$ cat config.mk
export PLATFORM = sky130hd
export DESIGN_NAME = request_frame_parser
export DESIGN_NICKNAME = d
export VERILOG_FILES = /design/src/rtl/rfp_pkg.sv /design/src/rtl/rfp_parser.sv /design/src/rtl/rfp_out_stage.sv /design/src/rtl/request_frame_parser.sv
export VERILOG_INCLUDE_DIRS = /design/src /design/src/rtl
export SDC_FILE = /design/constraint.sdc
export NUM_CORES = 1
export LEC_CHECK = 0
export BUFFER_PORTS_ARGS = -buffer_cell sky130_fd_sc_hd__clkbuf_2
export CORE_UTILIZATION = 55
export DETAILED_ROUTE_END_ITERATION = 10
export GPL_TIMING_DRIVEN = 0
export PLACE_DENSITY = 0.77
export SKIP_CTS_REPAIR_TIMING = 1
export SLEW_MARGIN = 20
export SYNTH_ARGS = -nofsm -noshare
export SYNTH_HDL_FRONTEND = slang
export SYNTH_SLANG_ARGS = --single-unit
export TNS_END_PERCENT = 50
$ cat constraint.sdc
create_clock -name clock -period 4.65 [get_ports clock]
set_input_delay 0.465 -clock clock [delete_from_list [all_inputs] [get_ports clock]]
set_output_delay 0.465 -clock clock [all_outputs]
set_load 0.02 [all_outputs]
$ cat src/rtl/request_frame_parser_macros.svh
// ----------------------------------------------------------------------------
// Request frame parser assertion macros
// Shared concurrent assertion forms, clocked on clock, off during reset.
// ----------------------------------------------------------------------------
`ifndef REQUEST_FRAME_PARSER_MACROS_SVH
`define REQUEST_FRAME_PARSER_MACROS_SVH

// Same-cycle implication.
`define RFP_ASSERT_NOW(label, ante, cons, msg) \
   label: assert property (@(posedge clock) disable iff (reset) (ante) |-> (cons)) \
      else $error(msg);

// Next-cycle implication.
`define RFP_ASSERT_NEXT(label, ante, cons, msg) \
   label: assert property (@(posedge clock) disable iff (reset) (ante) |=> (cons)) \
      else $error(msg);

`endif

$ cat src/rtl/rfp_pkg.sv
// ----------------------------------------------------------------------------
// Request frame parser package
// Payload types, widths and status codes shared by the parser modules.
// ----------------------------------------------------------------------------
package rfp_pkg;

   localparam int IDX_W = 18;

   localparam logic [IDX_W-1:0] ARG_LIMIT_DEFAULT = IDX_W'(200 * 1000);

   localparam logic [1:0] STATUS_CONT   = 2'd0;
   localparam logic [1:0] STATUS_ACCEPT = 2'd1;
   localparam logic [1:0] STATUS_REJECT = 2'd2;

   typedef struct packed {
      logic [7:0] in_byte;
      logic       msg_last;
   } req_type;

   typedef struct packed {
      logic [7:0]       arg_byte;
      logic             byte_valid;
      logic [IDX_W-1:0] arg_index;
      logic             arg_end;
      logic [1:0]       status;
   } rsp_type;

endpackage

$ cat src/rtl/rfp_parser.sv
// ----------------------------------------------------------------------------
// Request frame parser state machine
// Holds the parse state and computes one result per accepted request byte.
// ----------------------------------------------------------------------------
module rfp_parser (
   input  logic                     clock,
   input  logic                     reset,
   input  logic [rfp_pkg::IDX_W-1:0] max_args,
   input  logic                     take,
   input  rfp_pkg::req_type         req_data,
   output rfp_pkg::rsp_type         rsp_next
);
   import rfp_pkg::*;

   typedef enum logic [1:0] {
      PH_COUNT,
      PH_LEN,
      PH_DATA,
      PH_DONE
   } phase_type;

   phase_type        phase_ff, phase_in;
   logic [1:0]       fcnt_ff, fcnt_in;
   logic [23:0]      shift_ff, shift_in;     // top byte never needs storing
   logic [IDX_W-1:0] total_ff, total_in;
   logic [IDX_W-1:0] argc_ff, argc_in;
   logic [31:0]      remain_ff, remain_in;
   logic             bad_ff, bad_in;

   logic [31:0]      field_value;
   logic [IDX_W-1:0] argc_inc;
   logic [31:0]      remain_dec;
   logic             field_done;

   assign field_value = {req_data.in_byte, shift_ff};
   assign field_done  = (fcnt_ff == 2'd3);
   assign argc_inc    = argc_ff + IDX_W'(1);
   assign remain_dec  = remain_ff - 32'd1;

   always_comb begin
      phase_in  = phase_ff;
      fcnt_in   = fcnt_ff;
      shift_in  = shift_ff;
      total_in  = total_ff;
      argc_in   = argc_ff;
      remain_in = remain_ff;
      bad_in    = bad_ff;
      rsp_next  = '0;

      // shared 32-bit field assembly for the count and length phases
      if (!bad_ff && (phase_ff == PH_COUNT || phase_ff == PH_LEN)) begin
         if (field_done) begin
            fcnt_in  = 2'd0;
            shift_in = '0;
         end else begin
            fcnt_in = fcnt_ff + 2'd1;
            case (fcnt_ff)
               2'd0:    shift_in[7:0]   = req_data.in_byte;
               2'd1:    shift_in[15:8]  = req_data.in_byte;
               2'd2:    shift_in[23:16] = req_data.in_byte;
               default: shift_in        = shift_ff;
            endcase
         end
      end

      if (!bad_ff) begin
         case (phase_ff)
            PH_COUNT: begin
               if (field_done) begin
                  if (field_value > {{(32-IDX_W){1'b0}}, max_args}) begin
                     bad_in = 1'b1;
                  end else begin
                     total_in = field_value[IDX_W-1:0];
                     argc_in  = '0;
                     phase_in = (field_value[IDX_W-1:0] == '0) ? PH_DONE : PH_LEN;
                  end
               end
            end
            PH_LEN: begin
               if (field_done) begin
                  remain_in = field_value;
                  if (field_value == 32'd0) begin
                     rsp_next.arg_end   = 1'b1;
                     rsp_next.arg_index = argc_ff;
                     argc_in  = argc_inc;
                     phase_in = (argc_inc == total_ff) ? PH_DONE : PH_LEN;
                  end else begin
                     phase_in = PH_DATA;
                  end
               end
            end
            PH_DATA: begin
               rsp_next.arg_byte   = req_data.in_byte;
               rsp_next.byte_valid = 1'b1;
               rsp_next.arg_index  = argc_ff;
               remain_in = remain_dec;
               if (remain_dec == 32'd0) begin
                  rsp_next.arg_end = 1'b1;
                  argc_in  = argc_inc;
                  phase_in = (argc_inc == total_ff) ? PH_DONE : PH_LEN;
               end
            end
            PH_DONE: begin
               bad_in = 1'b1;   // trailing byte
            end
            default: begin
               bad_in = 1'b1;
            end
         endcase
      end

      // final byte: verdict, then back to the start of a message
      if (req_data.msg_last) begin
         rsp_next.status = (!bad_in && phase_in == PH_DONE) ? STATUS_ACCEPT
                                                            : STATUS_REJECT;
         phase_in  = PH_COUNT;
         fcnt_in   = 2'd0;
         shift_in  = '0;
         total_in  = '0;
         argc_in   = '0;
         remain_in = '0;
         bad_in    = 1'b0;
      end
   end

   always_ff @(posedge clock) begin
      if (reset) begin
         phase_ff  <= PH_COUNT;
         fcnt_ff   <= 2'd0;
         shift_ff  <= '0;
         total_ff  <= '0;
         argc_ff   <= '0;
         remain_ff <= '0;
         bad_ff    <= 1'b0;
      end else if (take) begin
         phase_ff  <= phase_in;
         fcnt_ff   <= fcnt_in;
         shift_ff  <= shift_in;
         total_ff  <= total_in;
         argc_ff   <= argc_in;
         remain_ff <= remain_in;
         bad_ff    <= bad_in;
      end
   end

endmodule

$ cat src/rtl/rfp_out_stage.sv
// ----------------------------------------------------------------------------
// Request frame parser output stage
// Result register with valid/stall handshake toward the receiver.
// ----------------------------------------------------------------------------
module rfp_out_stage (
   input  logic             clock,
   input  logic             reset,
   input  logic             load,
   input  rfp_pkg::rsp_type rsp_next,
   input  logic             rsp_stall,
   output logic             rsp_valid,
   output rfp_pkg::rsp_type rsp_data,
   output logic             hold
);
   import rfp_pkg::*;

   logic    valid_ff, valid_in;
   rsp_type data_ff;

   // full and not drained this cycle
   assign hold     = valid_ff & rsp_stall;
   assign valid_in = load | hold;

   always_ff @(posedge clock) begin
      if (reset) begin
         valid_ff <= 1'b0;
      end else begin
         valid_ff <= valid_in;
      end
   end

   always_ff @(posedge clock) begin
      if (load) begin
         data_ff <= rsp_next;
      end
   end

   assign rsp_valid = valid_ff;
   assign rsp_data  = data_ff;

endmodule

$ cat src/rtl/request_frame_parser.sv
// ----------------------------------------------------------------------------
// Request frame parser
// Deframes length-prefixed request messages into argument data bytes.
// ----------------------------------------------------------------------------
// Usage:
//   req_*  : one message byte per request (in_byte, msg_last on the final
//            byte). Accepted when req_valid is high and req_stall is low.
//   rsp_*  : one result per request: data byte with argument index, an
//            end-of-argument mark, and on the final byte accept or reject.
//   csr_*  : write of max_args (largest argument count per message);
//            csr_ready is always high. Write only while the block is idle.
// The result is registered: a request accepted in one cycle has its result
// on rsp_data in the cycle after. Throughput is one request per cycle when
// rsp_stall is low; the parse state keeps pace, so bytes stream back to back.
// When the receiver stalls, the result register holds and req_stall rises
// until the result is taken; a request is still taken in the cycle the
// held result drains.
// Reset clears the parse state and the output valid flag, and sets max_args
// to 200000. After each final byte the parser returns to the start state.
// ----------------------------------------------------------------------------
`include "request_frame_parser_macros.svh"

module request_frame_parser (
   input  logic                      clock,
   input  logic                      reset,
   input  logic                      req_valid,
   output logic                      req_stall,
   input  rfp_pkg::req_type          req_data,
   output logic                      rsp_valid,
   input  logic                      rsp_stall,
   output rfp_pkg::rsp_type          rsp_data,
   input  logic                      csr_valid,
   output logic                      csr_ready,
   input  logic [rfp_pkg::IDX_W-1:0] csr_data
);
   import rfp_pkg::*;

   logic [IDX_W-1:0] max_args_ff;
   logic             take;
   logic             hold;
   rsp_type          rsp_next;

   // config register, always writable
   assign csr_ready = 1'b1;

   always_ff @(posedge clock) begin
      if (reset) begin
         max_args_ff <= ARG_LIMIT_DEFAULT;
      end else if (csr_valid && csr_ready) begin
         max_args_ff <= csr_data;
      end
   end

   // a request moves in whenever the result register is free or draining
   assign req_stall = hold;
   assign take      = req_valid & ~hold;

   rfp_parser u_parser (
      .clock    (clock),
      .reset    (reset),
      .max_args (max_args_ff),
      .take     (take),
      .req_data (req_data),
      .rsp_next (rsp_next)
   );

   rfp_out_stage u_out (
      .clock     (clock),
      .reset     (reset),
      .load      (take),
      .rsp_next  (rsp_next),
      .rsp_stall (rsp_stall),
      .rsp_valid (rsp_valid),
      .rsp_data  (rsp_data),
      .hold      (hold)
   );

   // checks
   `RFP_ASSERT_NEXT(a_status_only_on_last, req_valid && !req_stall && !req_data.msg_last, rsp_data.status == STATUS_CONT, "verdict on a byte that is not the final one")
   `RFP_ASSERT_NOW(a_stall_needs_result, req_stall, rsp_valid, "request stalled with no result pending")
   `RFP_ASSERT_NOW(a_idle_index_zero, rsp_valid && !rsp_data.byte_valid && !rsp_data.arg_end, rsp_data.arg_index == '0, "argument index set on a result with no data or end mark")

endmodule
# Word level (Yosys, flattened, before mapping)
# Index checks and enable logic that the tools add are counted.
# word_totals
register_bits,146
out_inout_bits,33
word_cells,113
# op_classes
add_sub_neg,3
n_lt_le_gt_ge,1
eq_ne,15
muxes,47
n_bitwise,5
reduce_logical,26
# op_table
operator,n
$mux W18,12
$mux W32,3
$mux W24,3
$logic_not A32 Y1,2
$pmux W32 S2,1
$pmux W18 S3,1
$mux W19,2
$pmux W19 S2,1
$gt A32 B18 Y1,1
$sub A32 B1 Y32 const B,1
$mux W2,13
$mux W8,3
$add A18 B1 Y18 const B,1
$eq A18 B18 Y1,1
$logic_not A18 Y1,1
$reduce_bool A3 Y1,4
$eq A2 B2 Y1 const B,5
$ne A3 B2 Y1 const B,3
$reduce_and A3 Y1,3
$reduce_and A8 Y1,1
$mux W1,6
$ne A3 B3 Y1 const B,2
$pmux W2 S3,1
$reduce_bool A2 Y1,3
16 further kinds,23

# Depth between registers and ports, before layout
# Gate-level depths: netlist (run 1).
# depth
ltp_word,10
depth_mapped,13
mapped_depth_nobuf,11

# Modules after synthesis
# From an unflattened synthesis (run 1), not the netlist that was laid out.
# hier_totals
cells_unflattened,1052
hier_area_um2,8498.2
# modules_own_cells
mod,n_inst,cells_per_inst,area_each_um2,seq_area_each_um2
rfp_parser,1,957,6867.8,1941.9
rfp_out_stage,1,34,937.1,920.9
request_frame_parser,1,61,693.2,360.3

# Worst setup path after synthesis (run 1)
# Ideal clock, no wire load.
# synth_path
path_type,reg-to-reg
start,register u_parser.remain_ff[0]
end,register u_parser.argc_ff[7]
arrival_time_ns,3.007
required_ns,4.592
setup_slack_ns,1.585
path_stages_with_launch,14
n_path_buf,2
synth_period_minus_slack_ns,3.065
path_cell_list,dfxtp_1 -> inv_1 -> ha_1 -> nor3b_2 -> nand2_1 -> o41ai_2 -> nand4_1 -> nor4_2 -> o211ai_2 -> or3b_1 -> buf_6 -> buf_8 -> o31ai_2 -> a21o_1
# synth_via
elab_chain_len,4
# synth_rtl
element,line_no,text
start: declaration,rfp_parser.sv:27,"logic [31:0] remain_ff, remain_in;"
start signal: assignment,rfp_parser.sv:141,remain_ff <= remain_in;
$sub A32 B1 Y32,rfp_parser.sv:38,assign remain_dec = remain_ff - 32'd1;
$logic_not A32 Y1,rfp_parser.sv:97,if (remain_dec == 32'd0) begin
$ne A3 B2 Y1 (no source line),n/a,
$reduce_and A8 Y1 (no source line),n/a,
end signal: assignment,rfp_parser.sv:140,argc_ff <= argc_in;
end: declaration,rfp_parser.sv:26,"logic [IDX_W-1:0] argc_ff, argc_in;"
# No other way between the ends.
# A chain may end at the register's enable or synchronous reset.

# Worst setup path in the final report (run 1)
# layout_path
start,register u_parser.remain_ff[1]
end,register u_parser.argc_ff[7]
# The elaborated chain is that of the path after synthesis.

==> results of run 1 <==
power groups by stage:
stage / sequential (mW) / combinational [mW] / clock (mW)
2_1_floorplan: 1.39 / 0.183 / 0
3_3_place_gp: 1.38 / 0.287 / 0
3_5_place_dp: 1.38 / 0.291 / 0
4_1_cts: 1.35 / 0.293 / 1.38
5_1_grt: 1.36 / 0.326 / 1.44
6_report: 1.35 / 0.299 / 1.37
metrics by stage:
stage | power, mW | cell area, µm² | instances | hold slack [ns]
global placement | 1.67 | 8990 | 1262 | 0.452
global route | 3.12 | 9580 | 1294 | 0.274
finish | 3.03 | 9580 | 1294 | 0.257
floorplan | 1.57 | 8450 | 1016 | 0.437
detailed placement | 1.67 | 8990 | 1262 | 0.462
CTS | 3.03 | 9580 | 1294 | 0.252
sequential cells by signal, summed over array words and instances (netlist names):
name / count
u_parser.shift_ff: 24
u_parser.phase_ff: 2
u_out.rsp_data: 30
max_args_ff: 18
u_parser.fcnt_ff: 2
u_out.rsp_valid: 1
u_parser.bad_ff: 1
u_parser.total_ff: 18
u_parser.remain_ff: 32
u_parser.argc_ff: 18
final cells by class:
| class | count | area (µm²) | area share, % |
|---|---|---|---|
| multi-input cells | 768 | 4810 | 50.2 |
| flip-flops and latches | 146 | 3220 | 33.6 |
| clock buffers | 19 | 464 | 4.84 |
| repair buffers | 62 | 310 | 3.24 |
| plain buffers | 63 | 270 | 2.82 |
| well taps | 184 | 230 | 2.40 |
| inverters | 39 | 146 | 1.53 |
| clock inverters | 13 | 131 | 1.37 |
placed cells by master (no fill, tap or decap), types with 24 or more instances in the layout:
cell	n
a22oi_1	26
clkbuf_2	62
nor2_1	101
dfxtp_1	116
nand3_1	59
ha_1	29
o21ai_0	36
nor4_1	25
inv_1	37
nand4_1	24
clkbuf_1	54
edfxtp_1	30
a21oi_1	81
and2_1	29
nand2_1	102
metal layers:
| layer | global-route usage (%) | part of all wire, % |
|---|---|---|
| met2 | 42.9 | 40 |
| met5 | 0 | 0 |
| met3 | 7.09 | 11 |
| met4 | 13.8 | 3.6 |
| met1 | 44.6 | 45 |
critical path, delay by kind of cell, from the launching register on:
family	cells	cell delay (ns)
compound gates	3	0.48
simple gates	6	2.46
flops	1	0.37
buf+inv	2	0.44
fa+ha+maj	1	0.29
cell families (layout without fill, tap and decap cells):
group / count (synthesis) / count (layout) / synth area share (%)
AND/OR/NAND/NOR: 444 / 444 / 27.8
adder cells (fa/ha/maj): 29 / 29 / 4.30
multiplexers: 17 / 17 / 2.06
other: 1 / 1 / 0.0444
flip-flops: 146 / 146 / 38.2
AO/OA/AOI/OAI: 249 / 249 / 19.8
XOR/XNOR: 28 / 28 / 2.90
buffers and inverters: 102 / 196 / 4.93
final timing paths:
| path | cells after the start | slack (ns) | to | from |
|---|---|---|---|---|
| max | 12 | 0.55 | u_parser.argc_ff[7]$_SDFFE_PP0P_ | u_parser.remain_ff[1]$_SDFFE_PP0P_ |
| min | 3 | 0.26 | max_args_ff[16]$_SDFFE_PP1P_ | csr_data[16] |
| max reg2reg | 12 | 0.55 | u_parser.argc_ff[7]$_SDFFE_PP0P_ | u_parser.remain_ff[1]$_SDFFE_PP0P_ |
| min reg2reg | 2 | 0.47 | u_parser.total_ff[5]$_SDFFE_PP0P_ | u_parser.total_ff[5]$_SDFFE_PP0P_ |
==> results.sh, run 1 <==
export IMPL_die_height_um=126
export IMPL_drt_wirelength_per_cell_um=18.5
export IMPL_core_area_um2=14800
export IMPL_clock_sink_count=146
export IMPL_routed_via_count=8197
export IMPL_nNetsFinal=1158
export IMPL_place_gp_congestion=1.00
export IMPL_drc=0
export IMPL_clk_pin_slew_ns=0.06
export IMPL_max_freq_mhz=244
export IMPL_fp_row_count=44
export IMPL_final_layout_size_suffix_gt1_share_pct=12.8
export IMPL_yosysTopAreaCellShare_pct=27.5
export IMPL_crit_slowest_cell="or4b_2"
export IMPL_min_period_over_period_pct=88.1
export IMPL_maxSlewViolCount=0
export IMPL_numCtsBuffers=17
export IMPL_comb_power_share_pct=9.9
export IMPL_worst_path_max_fanout=10
export IMPL_synth_async_reset_ratio_pct=0
export IMPL_synth_lib_cells_used_distinct=73
export IMPL_wl_um=23900
export IMPL_cts_max_level=4
export IMPL_initial_util_pct=57.3
export IMPL_setup_violations=0
export IMPL_fp_dieArea_um2=15900
export IMPL_postSynthAreaPerCell_um2=8.31
export IMPL_grt_max_degree=31
export IMPL_final_setup_tns_ns=0
export IMPL_grt_setup_unrepaired="false"
export IMPL_hold_violations=0
export IMPL_drtPass1Iterations=6
export IMPL_switching_power_mw=0.768
export IMPL_critical_path_endpoint_type="register"
export IMPL_outcome="completed"
export IMPL_total_number_of_yosys_warnings=0
export IMPL_number_of_synthesized_register_bits=146
export IMPL_ports=65
export IMPL_p_clk_share_pct=45.3
export IMPL_maxCapViolations=0
export IMPL_detailed_place_hpwl_um=17800
export IMPL_antenna_diode_count=0
export IMPL_max_stage_delay_ns=0.75
export IMPL_first_iter_violations=1019
export IMPL_grt_usage_pct=30.7
export IMPL_grt_antenna_before_repair=0
export IMPL_synth_largest_area_cell="dfxtp_1"
export IMPL_tightest_slew_ns=1.09
export IMPL_ctsRootBufferMaster="clkbuf_16"
export IMPL_fp_dieW_um=126
export IMPL_clock_path_buffers=2
export IMPL_arrival_time_at_the_worst_endpoint_ns=4.46
export IMPL_yosysMostFrequentCell="dfxtp_1"
export IMPL_finClkSkew_ns=0.00789
export IMPL_yosys_top_cells_area="dfxtp_1 27%, edfxtp_1 11%, a21oi_1 4.8%"
export IMPL_worst_rel_slew_slack_pct=27.6
export IMPL_setup_ws_ns=0.555
export IMPL_max_ir_drop_vdd_v=0.000310
export IMPL_worst_ep_required_time_ns=5.02
export IMPL_yosys_most_used_dff="dfxtp_1"
export IMPL_first_global_vias=7177
export IMPL_worst_setup_path_start_kind="register"
export IMPL_netSwitchingFraction_pct=25.4
export IMPL_grt_pass1_wl_um=38000
export IMPL_pwr_density_cell_nw_per_um2=316
export IMPL_final_fill_count=1298
export IMPL_count_of_port_buffers_added_during_placement=62
export IMPL_clock_latency_at_the_later_pin_of_the_worst_skew_pair_ns=0.43
export IMPL_synth_edf_count=30
export IMPL_worstSetupPathType="reg -> reg"
export IMPL_synth_fp_nets=1077
export IMPL_synth_seq_area_share_pct=38.2
export IMPL_utilization_pct=65.0
export IMPL_synthTopCellsByCount="116 x dfxtp_1, 102 x nand2_1, 101 x nor2_1, 81 x a21oi_1, 59 x nand3_1"
export IMPL_synthesis_instances=1016
export IMPL_p_int_mw=2.26
export IMPL_power_sequential_fraction_pct=44.8
export IMPL_postRouteAntennaNets=0
export IMPL_post_synth_instance_area_um2=8450
export IMPL_place_ws_ns=0.647
export IMPL_cts_tree="done"
export IMPL_routed_via_density=6.33
export IMPL_grt_ovfl_total=0
export IMPL_worstPathCellList="inv_1, ha_1, nor3b_2, nand2_1, or4b_2, nand4_1, nor4_2, o211ai_2, a21oi_1, nor2_1, buf_2, a21o_1"
export IMPL_hold_class="in -> reg"
export IMPL_cellLeakagePower_nw=3.86
export IMPL_syn_to_final_growth_pct=13.4
export IMPL_period_needed_ns=4.10
Note: power is estimated with default switching activity, not from simulation.
==> inputs of run 2 (changes only) <==
--- a/config.mk
+++ b/config.mk
@@ -6,7 +6,7 @@
 export SDC_FILE = /design/constraint.sdc
 export NUM_CORES = 1
 export LEC_CHECK = 0
-export BUFFER_PORTS_ARGS = -buffer_cell sky130_fd_sc_hd__clkbuf_2
+export BUFFER_PORTS_ARGS = -buffer_cell sky130_fd_sc_hd__buf_2
 export CORE_UTILIZATION = 55
 export DETAILED_ROUTE_END_ITERATION = 10
 export GPL_TIMING_DRIVEN = 0
==> run 2 against run 1 <==
Against the previous run: total power rose by 1.6%; clock power rose by 4%; final cell count did not move; routed wire length rose by 1.4%; clock skew rose by 0.0013 ns; critical path type unchanged; critical endpoint is now u_parser.argc_ff[17]$_SDFFE_PP0P_; largest cell class unchanged.
==> results.sh, run 2 (synthesis gave the netlist of run 1 again) <==
export IMPL_outcome="completed"
export IMPL_stdcell_area_um2=9590
export IMPL_drt_wirelength_per_cell_um=18.7
export IMPL_hold_violations=0
export IMPL_pwr_density_cell_nw_per_um2=320
export IMPL_grt_setup_unrepaired="false"
export IMPL_clock_sink_count=146
export IMPL_reg_with_most_ffs="u_parser.remain_ff"
export IMPL_finClkSkew_ns=0.00917
export IMPL_routed_via_count=8274
export IMPL_die_height_um=126
export IMPL_ctsRootBufferMaster="clkbuf_16"
export IMPL_r2r_cells=12
export IMPL_grt_usage_pct=31.2
export IMPL_total_area_of_multi_input_combinational_cells_um2=4810
export IMPL_cts_tree="done"
export IMPL_syn_to_final_growth_pct=13.5
export IMPL_grt_pass1_wl_um=38700
export IMPL_clock_path_buffers=2
export IMPL_hold_class="in -> reg"
export IMPL_detailed_place_hpwl_um=17900
export IMPL_fp_dieW_um=126
export IMPL_p_clk_share_pct=46.2
export IMPL_cts_max_level=4
export IMPL_final_layout_size_suffix_gt1_share_pct=12.4
export IMPL_count_of_port_buffers_added_during_placement=62
export IMPL_setup_violations=0
export IMPL_max_freq_mhz=241
export IMPL_most_common_layout_cells="116 x dfxtp_1, 102 x nand2_1, 101 x nor2_1"
export IMPL_tightest_slew_ns=1.08
export IMPL_maxSlewViolCount=0
export IMPL_p_int_mw=2.32
export IMPL_fp_dieArea_um2=15900
export IMPL_place_ws_ns=0.632
export IMPL_grt_max_degree=31
export IMPL_place_gp_congestion=1.00
export IMPL_min_period_over_period_pct=89.0
export IMPL_cellLeakagePower_nw=3.85
export IMPL_timing_reg2reg_setup_slack_ns=0.51
export IMPL_nNetsFinal=1158
export IMPL_routed_via_density=6.39
export IMPL_max_ir_drop_vdd_v=0.000264
export IMPL_fp_row_count=44
export IMPL_worst_path_max_fanout=10
export IMPL_worstSetupPathType="reg -> reg"
export IMPL_drtPass1Iterations=6
export IMPL_worst_setup_path_start_kind="register"
export IMPL_most_frequent_standard_cell_in_the_layout_excluding_fill_and_tap_cells="dfxtp_1"
export IMPL_area_sequential_um2=3220
export IMPL_wl_um=24200
export IMPL_utilization_pct=65.0
export IMPL_comb_power_share_pct=9.8
export IMPL_setup_ws_ns=0.509
export IMPL_maxCapViolations=0
export IMPL_period_needed_ns=4.14
export IMPL_power_sequential_fraction_pct=44.1
export IMPL_antenna_diode_count=0
export IMPL_hold_path_cell_count=3
export IMPL_grt_antenna_before_repair=0
export IMPL_initial_util_pct=57.3
export IMPL_netSwitchingFraction_pct=24.6
export IMPL_clock_latency_at_the_later_pin_of_the_worst_skew_pair_ns=0.43
export IMPL_final_setup_tns_ns=0
export IMPL_ports=65
export IMPL_clk_pin_slew_ns=0.06
export IMPL_critical_path_endpoint_type="register"
export IMPL_worst_ep_required_time_ns=4.97
export IMPL_numCtsBuffers=17
export IMPL_core_area_um2=14800
export IMPL_switching_power_mw=0.756
export IMPL_first_global_vias=7464
export IMPL_worst_rel_slew_slack_pct=27.6
export IMPL_placement_cell_area_um2=8990
export IMPL_final_fill_count=1304
export IMPL_postRouteAntennaNets=0
export IMPL_arrival_time_at_the_worst_endpoint_ns=4.47
export IMPL_first_iter_violations=1120
export IMPL_grt_ovfl_total=0
export IMPL_flip_flop_count_of_the_largest_register_all_copies_and_words_added=32
export IMPL_drc=0
run 2: power groups by stage:
stage	Combinational [mW]	Sequential, mW	Clock [mW]
after detailed placement	0.291	1.38	0
after CTS	0.294	1.35	1.42
after floorplan	0.183	1.39	0
after global placement	0.287	1.38	0
after global routing	0.330	1.36	1.47
final	0.300	1.35	1.42
run 2: final timing paths:
path / from / end
max reg2reg: u_parser.remain_ff[0]$_SDFFE_PP0P_ / u_parser.argc_ff[17]$_SDFFE_PP0P_
min: csr_data[11] / max_args_ff[11]$_SDFFE_PP1P_
min reg2reg: u_parser.total_ff[16]$_SDFFE_PP0P_ / u_parser.total_ff[16]$_SDFFE_PP0P_
max: u_parser.remain_ff[0]$_SDFFE_PP0P_ / u_parser.argc_ff[17]$_SDFFE_PP0P_
run 2: metal layers:
metal | wire [µm] | share of wire [%] | track usage (%)
met1 | 10800 | 44 | 43.4
met2 | 10100 | 42 | 45.6
met3 | 2670 | 11 | 7.99
met4 | 719 | 3.0 | 13.6
met5 | 0 | 0 | 0
run 2: worst max-delay path, stage by stage, from the launching register on:
cell and delay, ns:
dfxtp_1 0.38, inv_1 0.10, ha_1 0.29, nor3b_2 0.46, nand2_1 0.38, o41ai_2 0.52, nand4_1 0.19, nor4_2 0.47
o211ai_2 0.13, a21oi_1 0.36, nor2_1 0.27, buf_2 0.27, a21o_1 0.20
run 2: metrics by stage:
stage	total power [mW]	hold slack [ns]	std cells
global route	3.16	0.271	1294
CTS	3.07	0.248	1294
global placement	1.67	0.453	1262
finish	3.07	0.248	1294
floorplan	1.57	0.437	1016
detailed placement	1.67	0.463	1262
run 2: final cells by class:
type	instances	share of cell area, %
timing repair buffer	62	3.24
buffer	63	2.82
tap	184	2.40
inverter	39	1.53
sequential	146	33.6
multi-input combinational	768	50.1
clock inverter	11	1.68
clock buffer	21	4.59
